`src/rtl/flt_pkg.sv`:
```
// Shared types, token kinds and the keyword table of the tokenizer.
// No dependencies; every other file of the block imports this package.
package flt_pkg;

	localparam int NUM_KEYS = 26;
	localparam int KEY_CHARS = 7;

	localparam logic [5:0] K_EOF   = 6'd0;
	localparam logic [5:0] K_ADD   = 6'd1;
	localparam logic [5:0] K_SUB   = 6'd2;
	localparam logic [5:0] K_ARROW = 6'd3;
	localparam logic [5:0] K_MUL   = 6'd4;
	localparam logic [5:0] K_DIV   = 6'd5;
	localparam logic [5:0] K_INT   = 6'd6;
	localparam logic [5:0] K_IDENT = 6'd7;
	localparam logic [5:0] K_KEY0  = 6'd8;
	localparam logic [5:0] K_OTHER = 6'd34;

	localparam logic [30:0] INT_SAT = 31'h7FFF_FFFF;

	typedef struct packed {
		logic [7:0] char_code;
		logic       end_of_input;
	} in_item_t;

	typedef struct packed {
		logic [5:0]  token_kind;
		logic [30:0] int_value;
		logic [7:0]  raw_char;
		logic [31:0] line_number;
		logic [31:0] token_start;
		logic [7:0]  token_length;
		logic        last_result;
	} out_item_t;

	// Per-character control broadcast to every keyword cell.
	typedef struct packed {
		logic       start;
		logic       add;
		logic [7:0] ch;
		logic [7:0] pos;
	} kw_ctl_t;

	// Keyword text, first character in the top byte, zero padded.
	function automatic logic [55:0] key_word(input logic [4:0] k);
		logic [55:0] w;
		case (k)
			5'd0:  w = {"and", 32'd0};
			5'd1:  w = {"apndl", 16'd0};
			5'd2:  w = {"apndr", 16'd0};
			5'd3:  w = {"atom", 24'd0};
			5'd4:  w = {"concat", 8'd0};
			5'd5:  w = {"distl", 16'd0};
			5'd6:  w = {"distr", 16'd0};
			5'd7:  w = {"eq", 40'd0};
			5'd8:  w = {"ge", 40'd0};
			5'd9:  w = {"gt", 40'd0};
			5'd10: w = {"id", 40'd0};
			5'd11: w = {"le", 40'd0};
			5'd12: w = {"length", 8'd0};
			5'd13: w = {"lt", 40'd0};
			5'd14: w = {"ne", 40'd0};
			5'd15: w = {"not", 32'd0};
			5'd16: w = {"null", 24'd0};
			5'd17: w = {"or", 40'd0};
			5'd18: w = {"out", 32'd0};
			5'd19: w = {"pair", 24'd0};
			5'd20: w = "reverse";
			5'd21: w = {"rotl", 24'd0};
			5'd22: w = {"rotr", 24'd0};
			5'd23: w = {"split", 16'd0};
			5'd24: w = {"tl", 40'd0};
			5'd25: w = {"trans", 16'd0};
			default: w = 56'd0;
		endcase
		return w;
	endfunction

	function automatic logic [2:0] key_len(input logic [4:0] k);
		logic [2:0] n;
		case (k)
			5'd0, 5'd15, 5'd18:                      n = 3'd3;
			5'd1, 5'd2, 5'd5, 5'd6, 5'd23, 5'd25:   n = 3'd5;
			5'd3, 5'd16, 5'd19, 5'd21, 5'd22:       n = 3'd4;
			5'd4, 5'd12:                            n = 3'd6;
			5'd20:                                  n = 3'd7;
			default:                                n = 3'd2;
		endcase
		return n;
	endfunction

	function automatic logic [7:0] key_char(input logic [4:0] k, input logic [2:0] p);
		logic [55:0] w;
		w = key_word(k) << {p, 3'b000};
		return w[55:48];
	endfunction

endpackage

```
`src/rtl/flt_kw_cell.sv`:
```
// One keyword cell: tracks whether the name so far is a prefix of its keyword.
// Depends on flt_pkg; a row of these is built by the top level.
module flt_kw_cell import flt_pkg::*; #(
	parameter int INDEX = 0
) (
	input  logic       clk,
	input  logic       arst_n,
	input  kw_ctl_t    ctl,
	input  logic [7:0] name_len,
	input  logic [5:0] kind_in,
	output logic [5:0] kind_out
);

	localparam logic [4:0] KIDX = 5'(INDEX);
	localparam logic [2:0] KLEN = key_len(KIDX);

	logic match_q;
	logic char_ok;

	assign char_ok = (ctl.pos < {5'd0, KLEN}) && (key_char(KIDX, ctl.pos[2:0]) == ctl.ch);

	always_ff @(posedge clk or negedge arst_n) begin
		if (!arst_n) begin
			match_q <= 1'b1;
		end else if (ctl.start) begin
			match_q <= (key_char(KIDX, 3'd0) == ctl.ch);
		end else if (ctl.add) begin
			match_q <= match_q & char_ok;
		end
	end

	// The kind ripples along the row; a full match replaces what came in.
	assign kind_out = (match_q && (name_len == {5'd0, KLEN})) ? 6'(K_KEY0 + KIDX) : kind_in;

endmodule

```
`src/rtl/flt_result_fifo.sv`:
```
// Four-entry result queue that takes up to two results a cycle and gives one.
// Depends on flt_pkg for the result type.
module flt_result_fifo import flt_pkg::*; (
	input  logic      clk,
	input  logic      arst_n,
	input  logic [1:0] push_n,
	input  out_item_t push_a,
	input  out_item_t push_b,
	output logic      has_room,
	output logic      token_valid,
	input  logic      token_ready,
	output out_item_t token_item
);

	out_item_t   mem [4];
	logic [1:0]  wr_q;
	logic [1:0]  rd_q;
	logic [2:0]  count_q;
	logic        pop;

	assign pop         = token_valid & token_ready;
	assign token_valid = (count_q != 3'd0);
	assign token_item  = mem[rd_q];
	assign has_room    = (count_q <= 3'd2);

	always_ff @(posedge clk) begin
		if (push_n != 2'd0) begin
			mem[wr_q] <= push_a;
		end
		if (push_n == 2'd2) begin
			mem[wr_q + 2'd1] <= push_b;
		end
	end

	always_ff @(posedge clk or negedge arst_n) begin
		if (!arst_n) begin
			wr_q    <= 2'd0;
			rd_q    <= 2'd0;
			count_q <= 3'd0;
		end else begin
			wr_q    <= wr_q + push_n;
			rd_q    <= rd_q + {1'b0, pop};
			count_q <= count_q + {1'b0, push_n} - {2'd0, pop};
		end
	end

endmodule

```
`src/rtl/functional_language_tokenizer_unit.sv`:
```
// Character tokenizer: one byte (or end mark) per transaction in, tokens out.
// Results of a character are written into the result queue when it is taken and offered from there in order.
// Throughput: one character per cycle; input ready drops while the four-entry
// result queue has fewer than two free slots, so output drain sets the rate.
// Reset: asynchronous, clears the scanner to idle, line 1, position 0, queue empty.
module functional_language_tokenizer_unit import flt_pkg::*; #(
	parameter int MAX_NAME_LEN = 255
) (
	input  logic      clk,
	input  logic      arst_n,
	input  logic      char_valid,
	output logic      char_ready,
	input  in_item_t  char_item,
	output logic      token_valid,
	input  logic      token_ready,
	output out_item_t token_item
);

	localparam logic [2:0] MODE_IDLE    = 3'd0;
	localparam logic [2:0] MODE_MINUS   = 3'd1;
	localparam logic [2:0] MODE_COMMENT = 3'd2;
	localparam logic [2:0] MODE_NUMBER  = 3'd3;
	localparam logic [2:0] MODE_IDENT   = 3'd4;
	localparam logic [7:0] NAME_MAX     = 8'(MAX_NAME_LEN);

	logic [2:0]  mode_q;
	logic [30:0] accum_q;
	logic [7:0]  name_len_q;
	logic [31:0] line_q;
	logic [31:0] pos_q;
	logic [31:0] start_q;

	logic        acc;
	logic [7:0]  c;
	logic        eoi;
	logic        is_digit, is_alpha, is_head, is_tail, is_space, is_nl;
	logic [5:0]  kw_kind;
	logic [5:0]  kind_chain [NUM_KEYS+1];
	kw_ctl_t     kw_ctl;

	// Classification of the character as the start of a new token.
	logic        f_put;
	logic [5:0]  f_kind;
	logic [2:0]  f_mode;

	logic        do_fresh, flush, arrow, num_cont, id_cont, inc_line;
	logic [2:0]  mode_n;
	logic [34:0] num_next;
	out_item_t   res_a, res_b, push_a, push_b;
	logic        a_v, b_v;
	logic [1:0]  push_n;
	logic        has_room;

	assign c   = char_item.char_code;
	assign eoi = char_item.end_of_input;
	assign acc = char_valid & char_ready;
	assign char_ready = has_room;

	assign is_digit = (c >= "0") && (c <= "9");
	assign is_alpha = ((c >= "a") && (c <= "z")) || ((c >= "A") && (c <= "Z"));
	assign is_head  = is_alpha || (c == "_") || (c == "?");
	assign is_tail  = is_head || is_digit;
	assign is_space = (c == " ") || ((c >= 8'd9) && (c <= 8'd13));
	assign is_nl    = (c == 8'd10);

	always_comb begin
		f_put  = 1'b1;
		f_kind = K_OTHER;
		f_mode = MODE_IDLE;
		if (is_space) begin
			f_put = 1'b0;
		end else if (c == "+") begin
			f_kind = K_ADD;
		end else if (c == "-") begin
			f_put  = 1'b0;
			f_mode = MODE_MINUS;
		end else if (c == "*") begin
			f_kind = K_MUL;
		end else if (c == "/") begin
			f_kind = K_DIV;
		end else if (is_digit) begin
			f_put  = 1'b0;
			f_mode = MODE_NUMBER;
		end else if (is_head) begin
			f_put  = 1'b0;
			f_mode = MODE_IDENT;
		end
	end

	always_comb begin
		do_fresh = 1'b0;
		flush    = 1'b0;
		arrow    = 1'b0;
		num_cont = 1'b0;
		id_cont  = 1'b0;
		mode_n   = mode_q;
		if (eoi) begin
			flush  = (mode_q == MODE_MINUS) || (mode_q == MODE_NUMBER) ||
			         (mode_q == MODE_IDENT);
			mode_n = MODE_IDLE;
		end else begin
			case (mode_q)
				MODE_MINUS: begin
					if (c == ">") begin
						arrow  = 1'b1;
						mode_n = MODE_IDLE;
					end else if (c == "-") begin
						mode_n = MODE_COMMENT;
					end else begin
						flush    = 1'b1;
						do_fresh = 1'b1;
					end
				end
				MODE_COMMENT: begin
					if (is_nl) begin
						mode_n = MODE_IDLE;
					end
				end
				MODE_NUMBER: begin
					if (is_digit) begin
						num_cont = 1'b1;
					end else begin
						flush    = 1'b1;
						do_fresh = 1'b1;
					end
				end
				MODE_IDENT: begin
					if (is_tail) begin
						id_cont = 1'b1;
					end else begin
						flush    = 1'b1;
						do_fresh = 1'b1;
					end
				end
				default: begin
					do_fresh = 1'b1;
				end
			endcase
			if (do_fresh) begin
				mode_n = f_mode;
			end
		end
	end

	assign inc_line = !eoi && is_nl && (do_fresh || (mode_q == MODE_COMMENT));
	assign num_next = {4'd0, accum_q} * 35'd10 + {27'd0, c - 8'h30};

	// Keyword cells: a row that ripples the matching kind from cell to cell.
	assign kw_ctl.start = acc && do_fresh && (f_mode == MODE_IDENT);
	assign kw_ctl.add   = acc && id_cont;
	assign kw_ctl.ch    = c;
	assign kw_ctl.pos   = name_len_q;
	assign kind_chain[0] = K_IDENT;

	for (genvar k = 0; k < NUM_KEYS; k++) begin : g_kw
		flt_kw_cell #(.INDEX(k)) u_cell (
			.clk     (clk),
			.arst_n  (arst_n),
			.ctl     (kw_ctl),
			.name_len(name_len_q),
			.kind_in (kind_chain[k]),
			.kind_out(kind_chain[k+1])
		);
	end
	assign kw_kind = kind_chain[NUM_KEYS];

	// First result: the pending token that this character ends, or an arrow.
	always_comb begin
		res_a              = '0;
		res_a.line_number  = line_q;
		res_a.token_start  = start_q;
		res_a.token_length = 8'd1;
		if (arrow) begin
			res_a.token_kind   = K_ARROW;
			res_a.token_length = 8'd2;
		end else begin
			case (mode_q)
				MODE_NUMBER: begin
					res_a.token_kind   = K_INT;
					res_a.int_value    = accum_q;
					res_a.token_length = name_len_q;
				end
				MODE_IDENT: begin
					res_a.token_kind   = kw_kind;
					res_a.token_length = name_len_q;
				end
				default: begin
					res_a.token_kind = K_SUB;
				end
			endcase
		end
		a_v = flush || arrow;

		res_b              = '0;
		res_b.line_number  = line_q;
		res_b.token_start  = pos_q;
		res_b.last_result  = 1'b1;
		if (eoi) begin
			res_b.token_kind   = K_EOF;
			res_b.token_length = 8'd0;
		end else begin
			res_b.token_kind   = f_kind;
			res_b.token_length = 8'd1;
			res_b.raw_char     = (f_kind == K_OTHER) ? c : 8'd0;
		end
		b_v = eoi || (do_fresh && f_put);
		res_a.last_result = !b_v;
	end

	always_comb begin
		push_a = a_v ? res_a : res_b;
		push_b = res_b;
		push_n = 2'd0;
		if (acc) begin
			push_n = {1'b0, a_v} + {1'b0, b_v};
		end
	end

	flt_result_fifo u_fifo (
		.clk        (clk),
		.arst_n     (arst_n),
		.push_n     (push_n),
		.push_a     (push_a),
		.push_b     (push_b),
		.has_room   (has_room),
		.token_valid(token_valid),
		.token_ready(token_ready),
		.token_item (token_item)
	);

	always_ff @(posedge clk or negedge arst_n) begin
		if (!arst_n) begin
			mode_q     <= MODE_IDLE;
			accum_q    <= '0;
			name_len_q <= '0;
			line_q     <= 32'd1;
			pos_q      <= '0;
			start_q    <= '0;
		end else if (acc) begin
			mode_q <= mode_n;
			if (!eoi) begin
				pos_q <= pos_q + 32'd1;
			end
			if (inc_line && (line_q != 32'hFFFF_FFFF)) begin
				line_q <= line_q + 32'd1;
			end
			if (do_fresh && (f_mode != MODE_IDLE)) begin
				start_q <= pos_q;
			end
			if (do_fresh && (f_mode == MODE_NUMBER)) begin
				accum_q    <= {23'd0, c - 8'h30};
				name_len_q <= 8'd1;
			end else if (do_fresh && (f_mode == MODE_IDENT)) begin
				name_len_q <= 8'd1;
			end else if (num_cont) begin
				accum_q <= (num_next > {4'd0, INT_SAT}) ? INT_SAT : num_next[30:0];
				if (name_len_q != 8'hFF) begin
					name_len_q <= name_len_q + 8'd1;
				end
			end else if (id_cont) begin
				if (name_len_q < NAME_MAX) begin
					name_len_q <= name_len_q + 8'd1;
				end
			end
		end
	end

endmodule

```
`config.mk`:
```
export PLATFORM = sky130hd
export DESIGN_NAME = functional_language_tokenizer_unit
export DESIGN_NICKNAME = d
export VERILOG_FILES = /design/src/rtl/flt_pkg.sv /design/src/rtl/flt_kw_cell.sv /design/src/rtl/flt_result_fifo.sv /design/src/rtl/functional_language_tokenizer_unit.sv
export SDC_FILE = /design/constraint.sdc
export NUM_CORES = 1
export LEC_CHECK = 0
export ABC_CLOCK_PERIOD_IN_PS = 25400
export BUFFER_PORTS_ARGS = -buffer_cell sky130_fd_sc_hd__buf_2
export CAP_MARGIN = 10
export CORE_MARGIN = 2
export CORE_UTILIZATION = 55
export CTS_BUF_LIST = sky130_fd_sc_hd__clkbuf_4 sky130_fd_sc_hd__clkbuf_8
export CTS_CLUSTER_SIZE = 20
export DETAILED_ROUTE_END_ITERATION = 6
export PLACE_DENSITY_LB_ADDON = 0.08
export SLEW_MARGIN = 20
export SYNTH_ARGS = -nofsm -noshare
export SYNTH_HDL_FRONTEND = slang
export SYNTH_HIERARCHICAL = 1
export SYNTH_SLANG_ARGS = --single-unit
```
`constraint.sdc`:
```
create_clock -name clk -period 25.4 [get_ports clk]
set_clock_uncertainty 0.15 [all_clocks]
set_input_delay 0 -clock clk [delete_from_list [all_inputs] [get_ports clk]]
set_output_delay 0 -clock clk [all_outputs]
set_load 0.05 [all_outputs]
```
==> results.txt <==
----------------------------------------------------
[Outcome]
  Outcome ... complete, no violations

[Timing]
  Final setup margin ... 18,100 ps
  Total Neg Setup Slack ... 0 ps
  Fmax ... 137 MHz
  Final critical delay including setup and external delays ... 7300 ps
  Final setup vio count ... 0
  Final hold violation count ... 0
  Max-slew violation total from the final report ... 0
  Worst slew margin ... around a quarter
  Setup repair after global routing missed its margin ... false
  Slew at the pin closest to its max-slew limit ... 1120 ps
  Final worst path period share ... ~29%

[Synth]
  Most numerous cell in the Yosys netlist ... sky130_fd_sc_hd__mux2_2
  Area share of the leading cell type in the synthesized netlist ... 35.7%
  Syn Std Cell Area ... roughly 40,000 um2
  Mean cell area of the mapped netlist ... about 13 um2
  Instance count of the mapped netlist ... 3,098
  Yosys warns ... 6
  Biggest area contributors in the synthesized netlist ... sky130_fd_sc_hd__edfxtp_1 (36%), sky130_fd_sc_hd__mux2_2 (15%), sky130_fd_sc_hd__dfrtp_1 (9.1%)
  Primary FF master, synth ... sky130_fd_sc_hd__edfxtp_1
  Ys async rst share ... about a quarter
  Count of flip-flops with a built-in enable after synthesis ... around 470
  Sequential element share of the synthesized area ... 46.6%
  Library cell occupying the most area in the post-synthesis netlist ... sky130_fd_sc_hd__edfxtp_1
  Count of unique library cells instantiated by Yosys ... about 120
  Most instantiated cells after synthesis ... sky130_fd_sc_hd__mux2_2 (516), sky130_fd_sc_hd__edfxtp_1 (472), sky130_fd_sc_hd__dfrtp_1 (144)
  Flip-flop and latch count after synthesis ... between 600 and 700

[Route]
  Drt first-iter violations ... between 2,000 and 2,500
  Total routed wire length on the met1 layer ... 43,200 um
  Post-detailed-route via-to-cell ratio ... around 6
  Uppermost layer routed ... met5
  Total wirelength of the detailed-routed design ... 99,300 um
  Met3 layer wire length in the routed design ... 4790 um
  DR DRC count ... 0
  Wire length on met2 ... approximately 49,000 um
  Number of nets still failing antenna checks after routing ... 0
  Vias after detailed routing ... roughly 27,000
  First-pass iteration count of the detailed router ... 6
  Average wire per standard cell ... between 20 and 25 um

[Power]
  Internal Power ... 2430 uW
  Pwr dens ... just over 90 nW/um2
  Peak supply drop ... roughly 120 uV
  P_sw ... 1730 uW
  Total leakage power ... between 0.015 and 0.02 uW
  Switching part of the total power ... about two fifths
  Gate power share ... a little over two fifths
  Fraction of power consumed by sequential logic ... ~34%
  Clock share of power ... around a quarter

[CTS]
  Number of CTS-inserted buffers ... roughly 110
  Post-cts resize count ... 0
  Max clock buf depth ... 3
  Latest clock arrival within the worst-skew pair ... between 700 and 800 ps
  Number of post-CTS setup repair buffers ... 0
  Root cell of the clock tree ... sky130_fd_sc_hd__clkbuf_8
  Htree depth ... 3
  Hold-fix buffers, CTS ... 20
  Clk sinks ... 643
  Clock transition time at the flip-flop clock pins of the worst setup and hold paths ... roughly 60 ps
  CTS tree ... built

[Final layout]
  Final-layout fill cell count ... 5,623
  Fin nets ... roughly 3,600
  Post-Layout Cell Count ... ~4,500
  Area added between synthesis and finish ... 12.2%
  Fraction of layout cells with a size suffix above 1 ... 32.9%
  Final core occ ... roughly 62%

[Global route]
  Number of antenna violations at the first check in global routing ... 3
  Pin count of the biggest net entering global routing ... between 100 and 150
  GRT Util Overall ... between 20% and 30%
  Number of global-route vias before repair ... between 20,000 and 30,000
  Final global-route overflow total ... 0
  First-pass GRT wire length ... 158,000 um

[Worst hold path]
  Number of stages on the worst hold path ... 4
  Hold crit path type ... in -> reg

[Placement]
  Routability cong. ... approximately 0.85
  Estimated wirelength of the detail-placed design ... between 60,000 and 70,000 um
  Total instance count after detailed placement ... ~4,300
  Count of port buffers added during placement ... 132
  Worst setup slack after placement ... around 18,000 ps

[Critical path]
  Ordered list of cells on the worst path ... dlygate4sd3_1, buf_2, buf_4, ha_1, nand3_1, a2111oi_0, a211oi_1, nor2_1, o21a_1, nand2b_1, nor2b_4, buf_4, inv_1, ha_1, and3_1, o21bai_1, o21ai_4, buf_4, buf_4
  Cell depth of the worst flop-to-flop path ... 14
  Cell with the largest stage delay on the worst path ... sky130_fd_sc_hd__buf_4
  Cell with the most instances on the worst path ... sky130_fd_sc_hd__buf_4
  Crit path capture type ... flop
  Startpoint type of the worst setup path ... input port
  CP Class ... in -> reg
  Worst stage delay on the critical path ... ~830 ps
  Data required time at the worst endpoint ... ~26,000 ps
  Crit path DAT ... between 7000 and 8000 ps
  Crit path max fanout ... 52

[Floorplan]
  Boundary Pins ... 133
  Starting utilization of the core area ... between 50% and 60%
  DIE AREA ... approximately 74,000 um2
  Overall die width ... approximately 270 um
  Placeable core region ... between 70,000 and 80,000 um2
  Standard-cell rows ... 98
  Vertical die dimension ... ~270 um

[Job]
  Max-cap check violation count ... 0

----------------------------------------------------
[kinds of logic (layout without fill, tap and decap cells)]
| kind of cell | Yosys count | after routing | synth area share, % |
|---|---|---|---|
| AOI/OAI and AO/OA | 392 | 392 | 6.83 |
| xor gates and xnor gates | 149 | 149 | 3.31 |
| adders and majority gates | 107 | 107 | 3.43 |
| buffers and inverters | 184 | 469 | 2.39 |
| DFF | 643 | 643 | 46.6 |
| muxes | 665 | 665 | 22.4 |
| other | 2 | 173 | 0.0189 |
| and+or+nand+nor | 956 | 956 | 15.1 |
[sequential cells by signal, indices dropped and copies added, names as in the netlist, 8 cells and up]
name,cells
g_kw.u_cell/match_q,26
name_len_q,8
start_q,32
accum_q,31
u_fifo/mem,472
pos_q,32
line_q,32
[critical path: cells and delay by family]
kind | cells | cell delay, ps
buf+inv | 7 | 3300
compound gates | 5 | 2260
simple gates | 5 | 1040
fa+ha+maj | 2 | 770
[layout make-up]
cell class	count	area, um2	area share, %
Antenna cell	3	7.51	0.0168
Clock buffer	163	1930	4.33
Clock inverter	40	360	0.808
Inverter	64	240	0.539
Multi-Input combinational cell	2439	21000	47.1
Sequential cell	643	18500	41.5
Tap cell	950	1190	2.67
Timing Repair Buffer	202	1320	2.96
[routing by layer]
| layer | GRT usage [%] | up-vias |
|---|---|---|
| li1 | - | 12600 |
| met1 | 36.0 | 13800 |
| met2 | 45.6 | 683 |
| met3 | 3.45 | 157 |
| met4 | 8.13 | 2 |
| met5 | 0 | - |
[path summary, 6_finish.rpt]
path | from | slack, ps | endpoint
min reg2reg | g_kw[1].u_cell/match_q | 350 | g_kw[1].u_cell/match_q
max | char_item[6] | 18100 | u_fifo/mem[0][82]
max reg2reg | mode_q[1] | 18560 | u_fifo/mem[0][82]
max in group asynchronous | arst_n | 23690 | name_len_q[2]
min in group asynchronous | arst_n | 290 | line_q[23]
min | token_ready | 80 | u_fifo/rd_q[0]
[stage by stage]
stage          area, um2  hold WS, ps  power [uW]
2_1_floorplan      40300         -446        2780
3_3_place_gp       42000         -192        3180
3_5_place_dp       42000         -188        3220
4_1_cts            44500         13.2        4200
5_1_grt            44600          102        4370
6_report           44600         78.3        4160
[power by group through the flow]
stage	clock, uW	combinational (uW)	sequential, uW
after global routing	1030	1900	1430
after global placement	0	1740	1440
final	969	1780	1410
after detailed placement	0	1770	1450
after floorplan	0	1380	1400
after CTS	991	1780	1430
[layout by cell type, fill, tap and decap left out, drive strengths merged, types with 117 or more instances in the layout]
cell | netlist | final
and2 | 142 | 142
buf | 74 | 182
clkbuf | 46 | 164
conb | 2 | 170
dfrtp | 144 | 144
edfxtp | 472 | 472
mux2 | 536 | 536
mux4 | 118 | 118
nand2 | 131 | 131
nor2 | 117 | 117
Note: power is estimated with default switching activity, not from simulation.
